**config.mk**
```make
export PLATFORM = sky130hd
export DESIGN_NAME = runs_above_below_mean_counter_unit
export DESIGN_NICKNAME = d
export VERILOG_FILES = /design/src/rabm_pkg.sv /design/src/runs_above_below_mean_counter_unit.sv /design/src/rabm_ram.sv /design/src/rabm_track.sv /design/src/rabm_hist.sv
export SDC_FILE = /design/constraint.sdc
export NUM_CORES = 2
export LEC_CHECK = 0
export BUFFER_PORTS_ARGS = -buffer_cell sky130_fd_sc_hd__buf_2
export CORE_UTILIZATION = 56
export CTS_BUF_LIST = sky130_fd_sc_hd__clkbuf_16
export CTS_CLUSTER_DIAMETER = 120
export DETAILED_ROUTE_END_ITERATION = 10
export PLACE_DENSITY = 0.77
export RECOVER_POWER = 25
export SETUP_SLACK_MARGIN = 0.4
export SLEW_MARGIN = 40
export SYNTH_ARGS = -nofsm -noshare
export SYNTH_HDL_FRONTEND = slang
export SYNTH_SLANG_ARGS = --single-unit
```
**constraint.sdc**
```tcl
create_clock -name clk -period 13.1 [get_ports clk]
set_input_delay 2.62 -clock clk [delete_from_list [all_inputs] [get_ports clk]]
set_output_delay 2.62 -clock clk [all_outputs]
set_load 0.01 [all_outputs]
```
**src/rabm_pkg.sv**
```systemverilog
`timescale 1ns / 1ps
// ---------------------------------------------------------------------------
// rabm_pkg
// Shared constants and types for the runs above/below mean counter.
// ---------------------------------------------------------------------------
package rabm_pkg;

  localparam int MAX_RUN = 64;
  localparam int DEPTH   = MAX_RUN + 1;
  localparam int ADDR_W  = $clog2(DEPTH);
  localparam int CNT_W   = 32;
  localparam int SMP_W   = 32;
  localparam int BIDX_W  = 7;

  localparam int KIND_SAMPLE = 0;
  localparam int KIND_READ   = 1;

  // work handed from the tracking stage to the histogram stage
  typedef struct packed {
    logic              rec;
    logic              rd;
    logic              in_range;
    logic [ADDR_W-1:0] addr;
    logic [CNT_W-1:0]  below;
    logic [CNT_W-1:0]  above;
    logic [CNT_W-1:0]  runs;
  } op_t;

  function automatic logic [CNT_W-1:0] sat_inc(input logic [CNT_W-1:0] v);
    return (v == '1) ? v : v + CNT_W'(1);
  endfunction

  function automatic logic [ADDR_W-1:0] len_inc(input logic [ADDR_W-1:0] v);
    return (32'(v) >= MAX_RUN) ? ADDR_W'(MAX_RUN) : v + ADDR_W'(1);
  endfunction

endpackage

```
**src/runs_above_below_mean_counter_unit.sv**
```systemverilog
`timescale 1ns / 1ps
// ---------------------------------------------------------------------------
// runs_above_below_mean_counter_unit
// Runs above/below mean counter with saturating run-length histogram.
// ---------------------------------------------------------------------------
// Usage:
//   s_* stream: one word per sample or histogram read. tuser selects kind
//   and marks the first sample of a sequence; tdata carries the sample and
//   the bin index to read.
//   m_* stream: one word per input word with the below, above and run counts
//   after that word, plus the bin count for a read word (zero otherwise).
//   cfg_*: mean level; unenforced user rule: only written while the block is idle.
// Pipeline: 2 register stages (state update and RAM read, then histogram
//   increment and output register); m_tvalid and m_tdata are driven from
//   the output register.
// Throughput: one word per cycle unless the output stalls; the histogram RAM
//   read-modify-write is pipelined with same-address forwarding.
// Reset: counters, run state, mean level and the histogram valid bits are
//   cleared by the synchronous reset; no clearing pass is needed.
// Stall: while m_tvalid is high and m_tready low, the whole pipeline holds
//   and s_tready is low.
// ---------------------------------------------------------------------------
module runs_above_below_mean_counter_unit (
  input  logic         clk,
  input  logic         rst,
  input  logic         cfg_valid,
  output logic         cfg_ready,
  input  logic [31:0]  cfg_data,   // mean_level
  input  logic         s_tvalid,
  output logic         s_tready,
  input  logic [1:0]   s_tuser,    // kind, first_sample
  input  logic [39:0]  s_tdata,    // sample[31:0], bin_index[38:32], pad
  output logic         m_tvalid,
  input  logic         m_tready,
  output logic [127:0] m_tdata     // below_count, above_count, run_count, bin_value
);
  import rabm_pkg::*;

  logic             adv, accept;
  op_t              op, res_op;
  logic             res_valid;
  logic [CNT_W-1:0] res_bin;

  assign cfg_ready = 1'b1;
  assign adv       = !m_tvalid || m_tready;
  assign s_tready  = adv;
  assign accept    = s_tvalid && adv;

  rabm_track u_track (
    .clk          (clk),
    .rst          (rst),
    .cfg_we       (cfg_valid),
    .cfg_mean     (cfg_data),
    .accept       (accept),
    .kind         (s_tuser[0]),
    .first_sample (s_tuser[1]),
    .sample       (s_tdata[31:0]),
    .bin_index    (s_tdata[38:32]),
    .op           (op)
  );

  rabm_hist u_hist (
    .clk       (clk),
    .rst       (rst),
    .adv       (adv),
    .accept    (accept),
    .op        (op),
    .res_valid (res_valid),
    .res_op    (res_op),
    .res_bin   (res_bin)
  );

  always_ff @(posedge clk) begin
    if (rst) begin
      m_tvalid <= 1'b0;
    end else if (adv) begin
      m_tvalid <= res_valid;
    end
  end

  always_ff @(posedge clk) begin
    if (adv) begin
      m_tdata <= {res_bin, res_op.runs, res_op.above, res_op.below};
    end
  end

endmodule

```
**src/rabm_ram.sv**
```systemverilog
`timescale 1ns / 1ps
// ---------------------------------------------------------------------------
// rabm_ram
// Generic simple dual-port RAM, one write port, one registered read port.
// ---------------------------------------------------------------------------
module rabm_ram #(
  parameter int WIDTH = 32,
  parameter int DEPTH = 65
) (
  input  logic                     clk,
  input  logic                     we,
  input  logic [$clog2(DEPTH)-1:0] waddr,
  input  logic [WIDTH-1:0]         wdata,
  input  logic                     re,
  input  logic [$clog2(DEPTH)-1:0] raddr,
  output logic [WIDTH-1:0]         rdata
);

  logic [WIDTH-1:0] mem [DEPTH];

  always_ff @(posedge clk) begin
    if (we) begin
      mem[waddr] <= wdata;
    end
    if (re) begin
      rdata <= mem[raddr];
    end
  end

endmodule

```
**src/rabm_track.sv**
```systemverilog
`timescale 1ns / 1ps
// ---------------------------------------------------------------------------
// rabm_track
// Mean register, side/run-length state and sequence counters; builds the
// histogram op for each accepted word.
// ---------------------------------------------------------------------------
module rabm_track (
  input  logic                              clk,
  input  logic                              rst,
  input  logic                              cfg_we,
  input  logic signed [rabm_pkg::SMP_W-1:0] cfg_mean,
  input  logic                              accept,
  input  logic                              kind,
  input  logic                              first_sample,
  input  logic signed [rabm_pkg::SMP_W-1:0] sample,
  input  logic [rabm_pkg::BIDX_W-1:0]       bin_index,
  output rabm_pkg::op_t                     op
);
  import rabm_pkg::*;

  logic signed [SMP_W-1:0] mean_level;
  logic                    above_flag, above_flag_next;
  logic [ADDR_W-1:0]       up_length, up_length_next;
  logic [ADDR_W-1:0]       down_length, down_length_next;
  logic [CNT_W-1:0]        below_total, below_total_next;
  logic [CNT_W-1:0]        above_total, above_total_next;
  logic [CNT_W-1:0]        runs_total, runs_total_next;
  logic                    lt, gt, is_read, in_range;

  assign lt       = sample < mean_level;
  assign gt       = sample > mean_level;
  assign is_read  = kind == 1'(KIND_READ);
  assign in_range = 32'(bin_index) <= MAX_RUN;

  always_comb begin
    above_flag_next  = above_flag;
    up_length_next   = up_length;
    down_length_next = down_length;
    below_total_next = below_total;
    above_total_next = above_total;
    runs_total_next  = runs_total;
    op.rec      = 1'b0;
    op.rd       = 1'b0;
    op.in_range = 1'b0;
    op.addr     = '0;
    if (is_read) begin
      op.rd       = 1'b1;
      op.in_range = in_range;
      op.addr     = in_range ? ADDR_W'(bin_index) : '0;
    end else if (first_sample) begin
      above_flag_next  = gt;
      up_length_next   = ADDR_W'(gt);
      down_length_next = ADDR_W'(lt);
      below_total_next = CNT_W'(lt);
      above_total_next = CNT_W'(gt);
      runs_total_next  = CNT_W'(lt | gt);
    end else if (lt) begin
      below_total_next = sat_inc(below_total);
      down_length_next = len_inc(down_length);
      if (above_flag) begin
        op.rec          = 1'b1;
        op.addr         = up_length;
        runs_total_next = sat_inc(runs_total);
        above_flag_next = 1'b0;
        up_length_next  = '0;
      end
    end else if (gt) begin
      above_total_next = sat_inc(above_total);
      up_length_next   = len_inc(up_length);
      if (!above_flag) begin
        op.rec           = 1'b1;
        op.addr          = down_length;
        runs_total_next  = sat_inc(runs_total);
        above_flag_next  = 1'b1;
        down_length_next = '0;
      end
    end
    op.below = below_total_next;
    op.above = above_total_next;
    op.runs  = runs_total_next;
  end

  always_ff @(posedge clk) begin
    if (rst) begin
      mean_level  <= '0;
      above_flag  <= 1'b0;
      up_length   <= '0;
      down_length <= '0;
      below_total <= '0;
      above_total <= '0;
      runs_total  <= '0;
    end else begin
      if (cfg_we) begin
        mean_level <= cfg_mean;
      end
      if (accept) begin
        above_flag  <= above_flag_next;
        up_length   <= up_length_next;
        down_length <= down_length_next;
        below_total <= below_total_next;
        above_total <= above_total_next;
        runs_total  <= runs_total_next;
      end
    end
  end

endmodule

```
**src/rabm_hist.sv**
```systemverilog
`timescale 1ns / 1ps
// ---------------------------------------------------------------------------
// rabm_hist
// Run-length histogram: RAM read at accept, increment/write-back or bin
// read one stage later, with forwarding of a same-cycle write.
// ---------------------------------------------------------------------------
module rabm_hist (
  input  logic                      clk,
  input  logic                      rst,
  input  logic                      adv,
  input  logic                      accept,
  input  rabm_pkg::op_t             op,
  output logic                      res_valid,
  output rabm_pkg::op_t             res_op,
  output logic [rabm_pkg::CNT_W-1:0] res_bin
);
  import rabm_pkg::*;

  logic             b_valid;
  op_t              b_op;
  logic             b_hit;
  logic [CNT_W-1:0] b_byp;
  logic             b_vbit;
  logic [DEPTH-1:0] vld;
  logic [CNT_W-1:0] rdata, cur, wr_data;
  logic             wr_en, hit_next;

  assign cur      = b_hit ? b_byp : (b_vbit ? rdata : '0);
  assign wr_data  = sat_inc(cur);
  assign wr_en    = adv && b_valid && b_op.rec;
  assign hit_next = wr_en && (b_op.addr == op.addr);

  rabm_ram #(.WIDTH(CNT_W), .DEPTH(DEPTH)) u_ram (
    .clk   (clk),
    .we    (wr_en),
    .waddr (b_op.addr),
    .wdata (wr_data),
    .re    (adv),
    .raddr (op.addr),
    .rdata (rdata)
  );

  always_ff @(posedge clk) begin
    if (rst) begin
      b_valid <= 1'b0;
      vld     <= '0;
    end else begin
      if (adv) begin
        b_valid <= accept;
      end
      if (wr_en) begin
        vld[b_op.addr] <= 1'b1;
      end
    end
  end

  always_ff @(posedge clk) begin
    if (adv) begin
      b_op   <= op;
      b_hit  <= hit_next;
      b_byp  <= wr_data;
      b_vbit <= vld[op.addr];
    end
  end

  assign res_valid = b_valid;
  assign res_op    = b_op;
  assign res_bin   = (b_op.rd && b_op.in_range) ? cur : '0;

  a_vld_clear: assert property (@(posedge clk) rst |=> (vld == '0))
    else $error("histogram valid bits not cleared by reset");
  a_vld_grow: assert property (@(posedge clk) disable iff (rst)
    !$past(rst) |-> ((vld & $past(vld)) == $past(vld)))
    else $error("histogram valid bit dropped");
  a_wr_nonzero: assert property (@(posedge clk) disable iff (rst)
    wr_en |-> (wr_data != '0))
    else $error("histogram write-back of zero");
  a_rd_no_wr: assert property (@(posedge clk) disable iff (rst)
    (b_valid && b_op.rd) |-> !wr_en)
    else $error("read word wrote the histogram");

endmodule

```
==> results.json <==
{
  "worstMarginPinSlew_ps": 3930,
  "hold_viol": 0,
  "cts_resized": 0,
  "path_class": "register to register",
  "cts.sinks": 2590,
  "yosysSeqAreaShare": 0.719,
  "hpwl_mm": 160,
  "drc": 0,
  "power-per-cell-area_mw_per_mm2": 160,
  "synth_edf_count": 2380,
  "post-synth-top-count-cell": "edfxtp_1",
  "grt_pass1_wl_mm": 422,
  "drt_iter0_drc": 11000,
  "start_kind": "register",
  "num_vias": 69200,
  "maxCapViolCount": 15,
  "yosysUniqueCellTypes": 98,
  "portBuffers": 207,
  "leakage_nw": 41.3,
  "nFillCells": 12800,
  "die-height_um": 436,
  "postCtsSetupBuffers": 0,
  "ff_latch_area_mm2": 0.0757,
  "grt_pass1_vias": 66700,
  "pwr-share-seq": 0.498,
  "hold_class": "register to register",
  "synth-async-reset-ratio": 0,
  "synth_area_leaders": "edfxtp_1, mux2i_1, dfxtp_1",
  "clk_path_buf_depth": 4,
  "p_sw_mw": 4.80,
  "max_clock_freq_mhz": 105,
  "period_needed_ps": 9490,
  "power_frac_clock": 0.381,
  "synth_top_area_frac": 0.679,
  "slowest_delay_ps": 2770,
  "rows": 158,
  "ant_nets": 0,
  "status": "finished with violations",
  "synth_ff_type": "edfxtp_1",
  "root_buffer": "clkbuf_16",
  "relSlewSlack": -1.62,
  "irDropWorstVdd_mv": 0.131,
  "intPower_mw": 14.1,
  "area_delta_synth_final_pct": 12.4,
  "grt_antenna_before_repair": 13,
  "dr.pass1.iters": 10,
  "setup_tns_ps": 0,
  "syn_area_mm2": 0.105,
  "multi_input_area_mm2": 0.0283,
  "drv_slew": 825,
  "crit_arrival_ps": 9610,
  "clk-insertion-delay-late_ps": 960,
  "netlist_top_cells_count": "edfxtp_1, nand2_1, mux2i_1",
  "min_period_over_period": 0.725,
  "postSynthCellCount": 7618,
  "post_drt_wl_per_cell_um": 27.7,
  "globalRoute.totalOverflow": 0,
  "synth_area_per_cell_um2": 13.8,
  "ctsHoldBuffers": 0,
  "grt_max_degree": 158,
  "vias_per_cell": 6.60,
  "setup_viol": 0,
  "cp_slowest_cell": "clkbuf_1",
  "total_power_mw": 18.9,
  "rsz0062_at_grt": "false",
  "synth_top_area_cell": "edfxtp_1",
  "clkSlewWorstSetupHoldPaths_ps": 60,
  "critical_path_required_ps": 13220,
  "die_w_um": 436,
  "gp_congestion": 0.901,
  "numCtsBuffers": 275,
  "violations": "capacitance limit, slew limit",
  "yosys_warnings": 0,
  "initial_utilization": 0.566,
  "pwr-share-comb": 0.122,
  "cts_tree": "built",
  "crit_top_cell": "clkbuf_1",
  "swShare": 0.254,
  "synth_nets": 7737,
  "core-area_mm2": 0.186,
  "synth-seq-cells": 2590,
  "track_usage": 0.298,
  "clock_skew_ps": 77.5,
  "wirelength_mm": 290,
  "final_nets": 7920,
  "htreeDepth": 5,
  "drive_gt1_frac": 0.0976,
  "path_cells": "clkbuf_1 > nor2b_1 > clkbuf_1 > a22oi_1 > or3b_2 > nor2_1 > nand4_1 > nor4_1 > clkbuf_1 > nor4_1 > nand2_1 > a21oi_4 > clkbuf_1",
  "cp_max_fo": 66,
  "crit_path_end_kind": "register",
  "dieArea_mm2": 0.190,
  "io_pins": 210
}
## final timing paths
kind	startpoint	to	slack, ps	depth (start not counted)
max	u_hist.b_hit	u_hist.u_ram.mem[35][5]	3610	13
min	u_hist.res_op[95]	m_tdata[31]	400	0
max reg2reg	u_hist.b_hit	u_hist.u_ram.mem[35][5]	3610	13
min reg2reg	u_hist.res_op[95]	m_tdata[31]	400	0
## per-stage QoR
stage | cells | cell area, um^2 | setup slack, ps | hold slack [ps] | util
3_5_place_dp | 10000 | 110000 | 3160 | 405 | 0.593
3_3_place_gp | 9984 | 110000 | 2760 | 403 | 0.590
5_1_grt | 10500 | 118000 | 3290 | 405 | 0.636
2_1_floorplan | 7618 | 105000 | 3670 | 400 | -
6_report | 10500 | 118000 | 3610 | 398 | 0.636
4_1_cts | 10500 | 119000 | 4110 | 398 | 0.637
## power groups by stage
stage / Sequential, mW / Combinational (mW) / Clock, mW
floorplan: 9.60 / 1.40 / 0
global placement: 9.57 / 2.17 / 0
detailed placement: 9.58 / 2.24 / 0
CTS: 9.40 / 2.26 / 7.24
global route: 9.42 / 2.41 / 7.57
finish: 9.42 / 2.30 / 7.20
## registers in the layout, summed over array words and instances, names as in the netlist, 32 cells and up
name                 cells
u_track.below_total     32
m_tdata                128
u_track.above_total     32
u_hist.u_ram.mem      2080
u_track.runs_total      32
u_track.mean_level      32
u_hist.res_op          106
u_hist.u_ram.rdata      32
u_hist.vld              65
u_hist.b_byp            32
## cell families (layout without fill, tap and decap cells)
logic type                 count (synthesis)  count (layout)  synth area share
DFF                                     2590            2590             0.719
AOI/OAI and AO/OA                       1555            1555            0.0949
buffers and inverters                    572             946            0.0229
xor gates and xnor gates                 101             101           0.00840
other                                      1               7         0.0000356
muxes                                    582             582            0.0558
and+or+nand+nor                         2177            2177            0.0943
adders and majority gates                 40              40           0.00475
## layer usage
| metal | track usage | up-vias | wire (um) |
|---|---|---|---|
| met3 | 0.0678 | 827 | 37000 |
| li1 | - | 29500 | - |
| met4 | 0.147 | 6 | 15000 |
| met5 | 0 | - | 41 |
| met2 | 0.464 | 4862 | 134000 |
| met1 | 0.396 | 34000 | 104000 |
## worst max-delay path: cells and delay by family (launching register included)
kind | cells | cell delay [ps]
compound gates | 2 | 800
buf+inv | 4 | 5210
flops | 1 | 320
simple gates | 7 | 2320
## layout by cell type, fill, tap and decap left out, types with 56 or more instances in the layout
cell type     n
a211oi_1    137
a21oi_1     458
o21ai_0     275
and2_1       56
buf_4       147
edfxtp_1   2380
buf_2        75
nand3_1     269
o31ai_1      92
nor4_1      179
o22a_1       85
clkbuf_1    157
nand2_1     921
inv_1       127
nor2_1      410
dfxtp_1     210
clkbuf_16   282
a31oi_1      80
mux2i_1     575
a32oi_1      65
o22ai_1     172
## layout make-up
| cell class | instances | share of cell area |
|---|---|---|
| Tap cell | 2480 | 0.0262 |
| Timing Repair Buffer | 418 | 0.0232 |
| Inverter | 60 | 0.00205 |
| Antenna cell | 6 | 0.000127 |
| Sequential cell | 2590 | 0.640 |
| Clock inverter | 186 | 0.00971 |
| Multi-Input combinational cell | 4456 | 0.239 |
| Clock buffer | 282 | 0.0597 |
(Power assumes the default switching activity.)
